## src/rtl/core/c8x_pkg.sv

```systemverilog
package c8x_pkg;

    // fixed memory geometry
    localparam int MEM_BYTES = 4096;
    localparam int MEM_AW    = 12;
    localparam int VREG_NUM  = 16;
    localparam int VREG_AW   = 4;

    localparam logic [11:0] PC_START = 12'h200;
    localparam logic [15:0] OP_CLS   = 16'h00E0;
    localparam logic [15:0] OP_RET   = 16'h00EE;
    localparam logic [3:0]  VF_IDX   = 4'hF;

    // item modes
    localparam logic [1:0] MODE_LOAD = 2'd0;
    localparam logic [1:0] MODE_EXEC = 2'd1;
    localparam logic [1:0] MODE_READ = 2'd2;

    // opcode groups (top nibble)
    localparam logic [3:0] GRP_SYS  = 4'h0;
    localparam logic [3:0] GRP_JP   = 4'h1;
    localparam logic [3:0] GRP_CALL = 4'h2;
    localparam logic [3:0] GRP_SEI  = 4'h3;
    localparam logic [3:0] GRP_SNEI = 4'h4;
    localparam logic [3:0] GRP_SER  = 4'h5;
    localparam logic [3:0] GRP_LDI  = 4'h6;
    localparam logic [3:0] GRP_ADDI = 4'h7;
    localparam logic [3:0] GRP_ALU  = 4'h8;
    localparam logic [3:0] GRP_SNER = 4'h9;
    localparam logic [3:0] GRP_LDX  = 4'hA;
    localparam logic [3:0] GRP_JPV  = 4'hB;
    localparam logic [3:0] GRP_RND  = 4'hC;
    localparam logic [3:0] GRP_DRW  = 4'hD;

    // 8XYn sub-operations
    localparam logic [3:0] ALU_MOV  = 4'h0;
    localparam logic [3:0] ALU_OR   = 4'h1;
    localparam logic [3:0] ALU_AND  = 4'h2;
    localparam logic [3:0] ALU_XOR  = 4'h3;
    localparam logic [3:0] ALU_ADD  = 4'h4;
    localparam logic [3:0] ALU_SUB  = 4'h5;
    localparam logic [3:0] ALU_SHR  = 4'h6;
    localparam logic [3:0] ALU_SUBN = 4'h7;
    localparam logic [3:0] ALU_SHL  = 4'hE;

    // controller to datapath commands
    typedef struct packed {
        logic clr;      // reset sweep step
        logic accept;   // capture item
        logic load_wr;  // mode 0 memory write
        logic fb_cap;   // capture framebuffer read
        logic fetch_hi;
        logic fetch_lo;
        logic rd_x;
        logic rd_y;
        logic exec;
        logic wr_flag;
        logic mod_step;
        logic row_mem;
        logic row_b0;
        logic row_w0;
        logic row_w1;
        logic cls_step;
    } cmd_t;

    // datapath to controller status
    typedef struct packed {
        logic sweep_last;
        logic cls_last;
        logic is_cls;
        logic is_drw;
        logic flag_op;
        logic mod_done;
        logic row_end;
        logic has_b1;
    } stat_t;

endpackage

```

## src/rtl/core/c8x_ctrl.sv

```systemverilog
module c8x_ctrl
    import c8x_pkg::*;
(
    input  logic       clk,
    input  logic       rst_n,
    input  logic       start,
    input  logic [1:0] mode,
    input  stat_t      stat,
    output cmd_t       cmd,
    output logic       busy,
    output logic       done
);

    typedef enum logic [16:0] {
        ST_CLEAR  = 17'h00001,
        ST_IDLE   = 17'h00002,
        ST_FBRD   = 17'h00004,
        ST_FETCH1 = 17'h00008,
        ST_FETCH2 = 17'h00010,
        ST_RDX    = 17'h00020,
        ST_RDY    = 17'h00040,
        ST_EXEC   = 17'h00080,
        ST_WRF    = 17'h00100,
        ST_MOD    = 17'h00200,
        ST_ROWM   = 17'h00400,
        ST_ROWB0  = 17'h00800,
        ST_ROWW0  = 17'h01000,
        ST_ROWW1  = 17'h02000,
        ST_CLS    = 17'h04000,
        ST_DONE   = 17'h08000,
        ST_SPARE  = 17'h10000
    } state_t;

    state_t state_reg, state_next;

    always_ff @(posedge clk or negedge rst_n)
    begin
        if (!rst_n)
        begin
            state_reg <= ST_CLEAR;
        end
        else
        begin
            state_reg <= state_next;
        end
    end

    // next state and commands
    always_comb
    begin
        state_next = state_reg;
        cmd        = '0;
        unique case (state_reg)
            ST_CLEAR:
            begin
                cmd.clr = 1'b1;
                if (stat.sweep_last)
                begin
                    state_next = ST_IDLE;
                end
            end
            ST_IDLE:
            begin
                if (start)
                begin
                    cmd.accept = 1'b1;
                    case (mode)
                        MODE_LOAD:
                        begin
                            cmd.load_wr = 1'b1;
                            state_next  = ST_DONE;
                        end
                        MODE_EXEC: state_next = ST_FETCH1;
                        MODE_READ: state_next = ST_FBRD;
                        default:   state_next = ST_DONE;
                    endcase
                end
            end
            ST_FBRD:
            begin
                cmd.fb_cap = 1'b1;
                state_next = ST_DONE;
            end
            ST_FETCH1:
            begin
                cmd.fetch_hi = 1'b1;
                state_next   = ST_FETCH2;
            end
            ST_FETCH2:
            begin
                cmd.fetch_lo = 1'b1;
                state_next   = ST_RDX;
            end
            ST_RDX:
            begin
                cmd.rd_x   = 1'b1;
                state_next = ST_RDY;
            end
            ST_RDY:
            begin
                cmd.rd_y   = 1'b1;
                state_next = ST_EXEC;
            end
            ST_EXEC:
            begin
                cmd.exec = 1'b1;
                if (stat.is_drw)
                begin
                    state_next = ST_MOD;
                end
                else if (stat.is_cls)
                begin
                    state_next = ST_CLS;
                end
                else if (stat.flag_op)
                begin
                    state_next = ST_WRF;
                end
                else
                begin
                    state_next = ST_DONE;
                end
            end
            ST_WRF:
            begin
                cmd.wr_flag = 1'b1;
                state_next  = ST_DONE;
            end
            ST_MOD:
            begin
                cmd.mod_step = 1'b1;
                if (stat.mod_done)
                begin
                    state_next = ST_ROWM;
                end
            end
            ST_ROWM:
            begin
                if (stat.row_end)
                begin
                    state_next = ST_WRF;
                end
                else
                begin
                    cmd.row_mem = 1'b1;
                    state_next  = ST_ROWB0;
                end
            end
            ST_ROWB0:
            begin
                cmd.row_b0 = 1'b1;
                state_next = ST_ROWW0;
            end
            ST_ROWW0:
            begin
                cmd.row_w0 = 1'b1;
                state_next = stat.has_b1 ? ST_ROWW1 : ST_ROWM;
            end
            ST_ROWW1:
            begin
                cmd.row_w1 = 1'b1;
                state_next = ST_ROWM;
            end
            ST_CLS:
            begin
                cmd.cls_step = 1'b1;
                if (stat.cls_last)
                begin
                    state_next = ST_DONE;
                end
            end
            ST_DONE:  state_next = ST_IDLE;
            ST_SPARE: state_next = ST_IDLE;
            default:  state_next = ST_IDLE;
        endcase
    end

    assign busy = (state_reg != ST_IDLE);
    assign done = (state_reg == ST_DONE);

endmodule

```

## config.mk

```make
export PLATFORM = sky130hd
export DESIGN_NAME = c8x_ctrl
export DESIGN_NICKNAME = d
export VERILOG_FILES = /design/src/rtl/core/c8x_pkg.sv /design/src/rtl/core/c8x_ctrl.sv
export SDC_FILE = /design/constraint.sdc
export NUM_CORES = 1
export LEC_CHECK = 0
export BUFFER_PORTS_ARGS = -buffer_cell sky130_fd_sc_hd__buf_4
export CELL_PAD_IN_SITES_DETAIL_PLACEMENT = 2
export CELL_PAD_IN_SITES_GLOBAL_PLACEMENT = 2
export CORE_UTILIZATION = 28
export CTS_CLUSTER_SIZE = 25
export DETAILED_ROUTE_END_ITERATION = 8
export GPL_ROUTABILITY_DRIVEN = 1
export PLACE_DENSITY_LB_ADDON = 0.15
export SETUP_SLACK_MARGIN = 0.2
export SYNTH_ARGS = -nofsm -noshare
export SYNTH_HDL_FRONTEND = slang
export SYNTH_SLANG_ARGS = --single-unit
```

## constraint.sdc

```tcl
create_clock -name clk -period 1.9 [get_ports clk]
set_input_delay 0 -clock clk [delete_from_list [all_inputs] [get_ports clk]]
set_output_delay 0 -clock clk [all_outputs]
set_load 0.1 [all_outputs]
```

==> results.cfg, run 1 <==
[outcome]
outcome = did not finish
lastStage = clock tree synthesis
firstError = [ERROR DPL-0033] detailed placement checks failed during check placement.

[clock_network]
clockBufferDepth = 2
hold_buffers = 6
cts_resized = 83
cts_setup_buffers = 26
cts_num_sinks = 16
cts_made_buffers = 3
cts_root_buffer = clkbuf_8
htree_num_levels = 1

[placement]
placedCellCount = 222
pre_cts_slack_ns = -0.0955
gp_congestion = 0.850
io_buffers = 30
dp_hpwl_mm = 3.37

[floorplan]
die_x_um = 65.6
placementRows = 22
num_io_pins = 31
start_util = 0.301
die-height_um = 65.6

[yosys]
syn_avg_cell_area_um2 = 10.0
ys_top_cells_by_area = dfrtp_1 33%, nor4_4 7.5%, nor2_1 4.0%
yosysTopAreaCell = dfrtp_1
synth_edf_count = 0
yosys_register_bits = 16
yosysTopAreaCellShare = 0.331
yosysWarnings = 0
ys_types = 39
async_flop_share = 1.00
yosys_most_used_dff = dfrtp_1
syn_inst = 113
syn-num-nets = 129
synth_area_mm2 = 0.00113
ys_seq_area_frac = 0.354
[through the flow]
step,instance area [µm²],util
after detailed placement,1750,0.464
after global placement,1750,0.464
after floorplan,1230,-
[cell families after synthesis]
family,after synthesis,share of synthesized area
buf+inv,7,0.0232
flops,16,0.354
simple gates,70,0.468
fa+ha+maj,3,0.0331
xor+xnor,3,0.0232
compound gates,14,0.0982
[synthesized netlist by cell type, types with 3 or more instances]
library cell,n
dfrtp_1,15
nor2_1,12
and3_1,7
nor3_1,7
inv_1,6
and3b_1,4
nand3_1,4
nor4_4,4
or4b_2,4
ha_1,3
nand2_1,3
nand2b_1,3
nand4_1,3
xor2_1,3
==> run 2: changes to the inputs <==
==> config.mk (replaced) <==
export PLATFORM = sky130hd
export DESIGN_NAME = c8x_ctrl
export DESIGN_NICKNAME = d
export VERILOG_FILES = /design/src/rtl/core/c8x_pkg.sv /design/src/rtl/core/c8x_ctrl.sv
export SDC_FILE = /design/constraint.sdc
export NUM_CORES = 1
export LEC_CHECK = 0
export BUFFER_PORTS_ARGS = -buffer_cell sky130_fd_sc_hd__buf_4
export CORE_UTILIZATION = 20
export DETAILED_ROUTE_END_ITERATION = 8
export GPL_ROUTABILITY_DRIVEN = 1
export PLACE_DENSITY_LB_ADDON = 0.15
export SYNTH_ARGS = -nofsm -noshare
export SYNTH_HDL_FRONTEND = slang
export SYNTH_SLANG_ARGS = --single-unit
==> constraint.sdc (replaced) <==
create_clock -name clk -period 2.5 [get_ports clk]
set_input_delay 0 -clock clk [delete_from_list [all_inputs] [get_ports clk]]
set_output_delay 0 -clock clk [all_outputs]
set_load 0.1 [all_outputs]
==> results.cfg, run 2 <==
[outcome]
outcome = finished, final reports clean

[hold_path]
holdCritPathClass = in -> reg
min_path_cells = 2

[placement]
dp_hpwl_mm = 2.48
io_buffers = 30
placedCellCount = 218
gp_congestion = 0.765
place_area_mm2 = 0.00150

[setup_path]
start_kind = register
crit_arrival_ns = 2.39
cp_data_required_time_ns = 2.50
cp_max_fo = 7
critPathKind = reg -> out
cp-end-kind = output port
r2r_cells = 7

[final_layout]
finalNetCount = 174
utilization = 0.294
most-common-layout-cells = 33 x buf_4, 15 x dfrtp_1, 12 x nor2_1, 7 x and3_1, 7 x dlygate4sd3_1
largest_reg_flops = 16
diodes = 0
fillers = 594
syn_to_final_growth_pct = 42.2
design_area_mm2 = 0.00161
drive_gt1_frac = 0.369
final_common_cell = buf_4
final_cells = 229

[yosys]
yosysTopAreaCell = dfrtp_1
ys_types = 39
syn_avg_cell_area_um2 = 10.0
yosysTopAreaCellShare = 0.331
async_flop_share = 1.00
syn-num-nets = 129
synth_area_mm2 = 0.00113
yosys_most_used_dff = dfrtp_1
syn_inst = 113
ys_top_cells_by_area = dfrtp_1 33%, nor4_4 7.5%, nor2_1 4.0%
synth_most_common_cell = dfrtp_1
yosysWarnings = 0
ys_seq_area_frac = 0.354
synth_common_cells = 15 x dfrtp_1, 12 x nor2_1, 7 x and3_1, 7 x nor3_1, 6 x inv_1
synth_edf_count = 0
yosys_register_bits = 16

[route]
wl_mm = 3.16
antenna_left = 0
first_iter_violations = 51
drc_errors = 0
dr.pass1.iters = 4
vias_per_cell = 4.71
via_count = 1078
wl_per_cell_um = 13.8

[power]
leakagePower_nw = 0.792
power_density_mw_per_mm2 = 752
peakVddDrop_v = 0.000452

[sta]
fmaxAchievable_mhz = 419
setup_viol = 0
period_share = 0.955
hold_violations = 0
post-route-min-period_ns = 2.39
slew_headroom = 0.734
rsz0062_at_grt = false
drv_slew = 0
tightestPinTransition_ns = 0.396
clock_skew_ns = 0.00439

[floorplan]
start_util = 0.207
die-height_um = 77.3
num_io_pins = 31
placementRows = 27
dieArea_mm2 = 0.00597
die_x_um = 77.3
fp.coreArea_mm2 = 0.00547

[clock_network]
cts_root_buffer = clkbuf_8
clkTransAtPathRegs_ns = 0.07
cts_tree = yes
clk_latency_ns = 0.25
cts_setup_buffers = 0
clockBufferDepth = 2
cts_made_buffers = 3
htree_num_levels = 1
cts_num_sinks = 16

[global_route]
grt_usage = 0.117
grt_pass1_wl_mm = 5.44
grt.overflow.total = 0
grt_pass1_vias = 1109
grt_max_degree = 17
antenna_found_initial = 0

[flow_run]
drv_cap = 0
## run 2: cell counts after synthesis
No cell type changed its count.
## run 2: cell families (layout without fill, tap and decap cells)
| logic type | Yosys count | in the layout | share of synthesized area |
|---|---|---|---|
| AO/OA/AOI/OAI | 14 | 14 | 0.0982 |
| XOR/XNOR | 3 | 3 | 0.0232 |
| adder cells (fa/ha/maj) | 3 | 3 | 0.0331 |
| buffers and inverters | 7 | 51 | 0.0232 |
| flip-flops | 16 | 16 | 0.354 |
| AND/OR/NAND/NOR | 70 | 70 | 0.468 |
## run 2: power breakdown
part	switching [mW]	internal, mW
Combinational	0.447	0.228
Clock	0.0945	0.113
Sequential	0.0497	0.280
Total	0.592	0.621
## run 2: metal layers
layer	GRT usage	share of wire	vias up
met5	0	0	-
met4	0.0547	0.019	0
met3	0.0202	0.044	4
met2	0.186	0.48	26
met1	0.154	0.46	525
li1	-	-	523
## run 2: per-stage QoR
stage          hold WS [ns]  TNS [ns]  setup WS (ns)  power (mW)
2_1_floorplan        -0.296    -0.162         -0.161       0.827
3_3_place_gp         -0.115         0          0.394        1.00
3_5_place_dp         -0.117         0          0.383        1.00
6_report            0.00901         0          0.113        1.21
5_1_grt              0.0170         0         0.0179        1.29
4_1_cts             0.00437         0          0.101        1.23
## run 2: layout make-up
| cell class | count | area (µm²) | share of cell area |
|---|---|---|---|
| multi-input combinational | 90 | 731 | 0.453 |
| inverter | 7 | 26.3 | 0.0163 |
| tap | 72 | 90.1 | 0.0559 |
| timing repair buffer | 40 | 318 | 0.197 |
| sequential | 16 | 402 | 0.249 |
| clock buffer | 4 | 45.0 | 0.0280 |
## run 2: critical path: stages (launching register included)
cell and delay, ns:
dfrtp_1 0.48, or4_4 0.62, nor4_2 0.37, and2b_1 0.22
and3b_1 0.16, buf_4 0.28
## run 2: final timing paths
check                           slack (ns)          from       endpoint
worst min-delay path                 0.009       stat[5]  state_reg[14]
worst min register to register        0.65  state_reg[1]   state_reg[4]
min in group asynchronous             0.15         rst_n  state_reg[12]
worst max-delay path                  0.11  state_reg[1]        cmd[10]
max in group asynchronous             2.09         rst_n   state_reg[0]
worst max register to register        0.45  state_reg[4]  state_reg[10]
## run 2: timing repair
item | in CTS | in global routing
endpoints found under the hold margin | 22 | 0
setup endpoints to repair | 0 | 0
gates resized for setup | 0 | 0
hold buffers | 7 | 0
No activity file was read; power rests on OpenSTA's default activity.
==> run 3: changes to the inputs <==
--- a/config.mk
+++ b/config.mk
@@ -6,8 +6,9 @@
 export NUM_CORES = 1
 export LEC_CHECK = 0
 export BUFFER_PORTS_ARGS = -buffer_cell sky130_fd_sc_hd__buf_4
-export CORE_UTILIZATION = 20
+export CORE_AREA = 2 2 63 65
 export DETAILED_ROUTE_END_ITERATION = 8
+export DIE_AREA = 0 0 65 67
 export GPL_ROUTABILITY_DRIVEN = 1
 export PLACE_DENSITY_LB_ADDON = 0.15
 export SYNTH_ARGS = -nofsm -noshare
==> constraint.sdc (replaced) <==
create_clock -name clk -period 2.5 [get_ports clk]
set_input_delay 0 -clock clk [delete_from_list [all_inputs] [get_ports clk]]
set_output_delay 0 -clock clk [all_outputs]
set_load 0.05 [all_outputs]
==> results.cfg, run 3 (same netlist as run 2, synthesis figures left out) <==
[clock_network]
clk_latency_ns = 0.25
cts_tree = yes
cts_setup_buffers = 0
cts_num_sinks = 16
cts_resized = 0
hold_buffers = 7
clkTransAtPathRegs_ns = 0.07
clockBufferDepth = 2
htree_num_levels = 1
cts_made_buffers = 3
cts_root_buffer = clkbuf_8

[floorplan]
die_x_um = 65
die-height_um = 67
fp.coreArea_mm2 = 0.00361
dieArea_mm2 = 0.00436
num_io_pins = 31
placementRows = 22
start_util = 0.314

[sta]
setup_viol = 0
rsz0062_at_grt = false
post-route-min-period_ns = 2.27
period_share = 0.909
drv_slew = 0
fin_setup_tns_ns = 0
clock_skew_ns = 0.00275
fmaxAchievable_mhz = 440
hold_violations = 0
slew_headroom = 0.718
tightestPinTransition_ns = 0.420

[route]
first_iter_violations = 55
via_count = 1046
wl_mm = 2.81
antenna_left = 0
drc_errors = 0
vias_per_cell = 5.18
wl_per_cell_um = 13.9
dr.pass1.iters = 4

[setup_path]
cp-end-kind = output port
worst-r2r-setup-slack_ns = 0.45
timing.rr.start = state_reg[4]
start_kind = register
crit_arrival_ns = 2.27
cp_max_fo = 5
rr_endpoint = state_reg[10]
r2r_cells = 7
cp_data_required_time_ns = 2.50
critPathKind = reg -> out

[final_layout]
fillers = 361
syn_to_final_growth_pct = 35.9
drive_gt1_frac = 0.344
finalNetCount = 171
final_common_cell = buf_4
most-common-layout-cells = 30 x buf_4, 15 x dfrtp_1, 12 x nor2_1
register_area_um2 = 402
largest_reg_flops = 16
final_cells = 202
diodes = 0
multi_input_area_um2 = 712

[global_route]
grt_usage = 0.145
antenna_found_initial = 0
grt_pass1_wl_mm = 4.91
grt_max_degree = 17
grt.overflow.total = 0
grt_pass1_vias = 1068

[power]
p_int_mw = 0.597
comb_power_share = 0.499
clockPowerShare = 0.192
leakagePower_nw = 0.775
p_switching_mw = 0.465
swShare = 0.438
power_frac_seq = 0.309
peakVddDrop_v = 0.000468
power_density_mw_per_mm2 = 689

[flow_run]
drv_cap = 0

[hold_path]
hold-path-endpoint = state_reg[14]
min-delay-start = stat[5]
holdCritPathClass = in -> reg
min_path_cells = 2

[outcome]
outcome = finished, final reports clean

[placement]
io_buffers = 30
dp_hpwl_mm = 2.22
placedCellCount = 191
gp_congestion = 0.788
## run 3: worst max-delay path, cell delays in order, from the launching register on
cell     delay [ns]
dfrtp_1        0.44
or4_4          0.60
nor4_2         0.41
and2b_1        0.22
and3b_1        0.16
buf_4          0.19
## run 3: final cells by class
class / count / area share
Multi-Input combinational cell: 90 / 0.462
Sequential cell: 16 / 0.261
Timing Repair Buffer: 37 / 0.192
Tap cell: 48 / 0.0390
Clock buffer: 4 / 0.0292
Inverter: 7 / 0.0171
## run 3: metrics by stage
| step | power [mW] | util | hold slack [ns] | worst slack, ns | instance area (µm²) |
|---|---|---|---|---|---|
| 2_1_floorplan | 0.713 | - | -0.296 | 0.00245 | 1140 |
| 3_3_place_gp | 0.849 | 0.395 | -0.123 | 0.470 | 1430 |
| 3_5_place_dp | 0.852 | 0.395 | -0.124 | 0.459 | 1430 |
| 4_1_cts | 1.07 | 0.427 | 0.0244 | 0.231 | 1540 |
| 5_1_grt | 1.15 | 0.427 | 0.0292 | 0.0864 | 1540 |
| 6_report | 1.06 | 0.427 | 0.0239 | 0.229 | 1540 |
## run 3: how the worst max path moves through the flow
| stage | from | cells past startpoint | slack [ns] | end |
|---|---|---|---|---|
| finish | state_reg[8] | 5 | 0.23 | cmd[9] |
| global route | state_reg[1] | 5 | 0.09 | cmd[10] |
| CTS | state_reg[1] | 5 | 0.23 | cmd[10] |
| detailed placement | state_reg[4] | 7 | 0.46 | state_reg[10] |
| global placement | state_reg[4] | 5 | 0.47 | state_reg[10] |
| floorplan | state_reg[4] | 5 | 0.002 | state_reg[1] |
## run 3: power groups by stage
stage | Clock (mW) | Combinational [mW] | Sequential, mW
after floorplan | 0 | 0.391 | 0.322
after global placement | 0 | 0.520 | 0.329
after detailed placement | 0 | 0.521 | 0.331
after CTS | 0.211 | 0.532 | 0.326
after global routing | 0.230 | 0.583 | 0.333
final | 0.204 | 0.530 | 0.328
## run 3: layer usage
metal / wire [µm] / GRT usage / part of all wire
met3: 162 / 0.0372 / 0.058
met4: 51 / 0.0452 / 0.018
met2: 1300 / 0.238 / 0.46
met5: 0 / 0 / 0
met1: 1290 / 0.187 / 0.46
==> run 4: changes to the inputs <==
--- a/config.mk
+++ b/config.mk
@@ -11,6 +11,7 @@
 export DIE_AREA = 0 0 65 67
 export GPL_ROUTABILITY_DRIVEN = 1
 export PLACE_DENSITY_LB_ADDON = 0.15
+export REMOVE_ABC_BUFFERS = 1
 export SYNTH_ARGS = -nofsm -noshare
 export SYNTH_HDL_FRONTEND = slang
 export SYNTH_SLANG_ARGS = --single-unit
==> results.cfg, run 4 (same netlist as run 2, synthesis figures left out) <==
[final_layout]
largest_reg_flops = 16
diodes = 0
syn_to_final_growth_pct = 35.3
final_common_cell = buf_4
final_cells = 202
most-common-layout-cells = 30 x buf_4, 15 x dfrtp_1, 12 x nor2_1
fillers = 365
finalNetCount = 171
drive_gt1_frac = 0.338
utilization = 0.425

[global_route]
antenna_found_initial = 0
grt_pass1_wl_mm = 4.92
grt_max_degree = 17
grt.overflow.total = 0
grt_pass1_vias = 1041
grt_usage = 0.151

[clock_network]
clk_latency_ns = 0.26
clockBufferDepth = 2
clkTransAtPathRegs_ns = 0.07
cts_setup_buffers = 0
cts_root_buffer = clkbuf_8
cts_num_sinks = 16
cts_made_buffers = 3
htree_num_levels = 1
cts_tree = yes

[placement]
gp_congestion = 0.764
placedCellCount = 191
dp_hpwl_mm = 2.26
pre_cts_slack_ns = 0.446
io_buffers = 30

[sta]
clock_skew_ns = 0.00109
drv_slew = 0
slew_headroom = 0.700
post-route-min-period_ns = 2.32
period_share = 0.927
hold_violations = 0
rsz0062_at_grt = false
setup_ws_ns = 0.183
tightestPinTransition_ns = 0.447
fmaxAchievable_mhz = 432
setup_viol = 0

[setup_path]
worst-path-buf-inv = 1
crit_arrival_ns = 2.32
crit_family = simple AND/OR/NAND/NOR gates
rr_endpoint = state_reg[10]
slowest_stage = or4_4
r2r_cells = 7
cp_max_fo = 5
timing.rr.start = state_reg[4]
cp-end-kind = output port
worst-r2r-setup-slack_ns = 0.41
max_stage_delay_ns = 0.60
start_kind = register
crit_chain = or4_4, nor4_2, and2b_1, and3b_1, buf_4
cp_data_required_time_ns = 2.50
critPathKind = reg -> out

[power]
leakagePower_nw = 0.774
power_density_mw_per_mm2 = 697
p_int_mw = 0.597
power_frac_seq = 0.306
swShare = 0.442
comb_power_share = 0.497
peakVddDrop_v = 0.000481
p_switching_mw = 0.473
clockPowerShare = 0.198

[floorplan]
die-height_um = 67
dieArea_mm2 = 0.00436
placementRows = 22
num_io_pins = 31
die_x_um = 65
fp.coreArea_mm2 = 0.00361
start_util = 0.314

[route]
wl_mm = 2.92
via_count = 1038
first_iter_violations = 84
drc_errors = 0
antenna_left = 0
vias_per_cell = 5.14
wl_per_cell_um = 14.5
dr.pass1.iters = 4

[flow_run]
drv_cap = 0

[hold_path]
hold-path-endpoint = state_reg[14]
holdCritPathClass = in -> reg
min-delay-start = stat[5]
min_path_cells = 2

[outcome]
outcome = finished, final reports clean
run 4: worst max-delay path by stage:
| stage | startpoint | endpoint | slack [ns] | depth (start not counted) |
|---|---|---|---|---|
| 2_1_floorplan | state_reg[4] | state_reg[1] | -0.62 | 5 |
| 3_3_place_gp | state_reg[4] | state_reg[10] | 0.48 | 5 |
| 3_5_place_dp | state_reg[4] | state_reg[10] | 0.45 | 7 |
| 4_1_cts | state_reg[8] | cmd[9] | 0.20 | 5 |
| 5_1_grt | state_reg[8] | cmd[9] | 0.04 | 5 |
| 6_report | state_reg[8] | cmd[9] | 0.18 | 5 |
run 4: timing repair:
item,4_1_cts,5_1_grt
endpoints found under the hold margin,22,0
gates resized for setup,0,0
hold buffers,7,0
endpoints found under the setup margin,0,0
run 4: per-layer routing:
metal  wire length (µm)  track usage
met1               1350        0.187
met2               1360        0.245
met3                136       0.0338
met4                 74       0.0771
met5                  0            0
run 4: power by group through the flow:
stage	Sequential (mW)	Clock (mW)	Combinational [mW]
floorplan	0.320	0	0.389
global placement	0.329	0	0.515
detailed placement	0.330	0	0.525
CTS	0.325	0.214	0.537
global route	0.333	0.227	0.589
finish	0.327	0.211	0.531
run 4: cell type report:
type | count | area (µm²) | area share
inverters | 7 | 26.3 | 0.0171
clock buffers | 4 | 45.0 | 0.0294
flip-flops and latches | 16 | 402 | 0.262
multi-input cells | 90 | 706 | 0.460
well taps | 48 | 60.1 | 0.0392
repair buffers | 37 | 295 | 0.192
run 4: metrics by stage:
step | hold slack [ns] | TNS (ns) | power [mW] | area (µm²)
after floorplan | -0.296 | -0.772 | 0.710 | 1130
after global placement | -0.120 | 0 | 0.844 | 1420
after detailed placement | -0.120 | 0 | 0.855 | 1420
after CTS | 0.0102 | 0 | 1.08 | 1530
after global routing | 0.0107 | 0 | 1.15 | 1530
final | 0.00823 | 0 | 1.07 | 1530
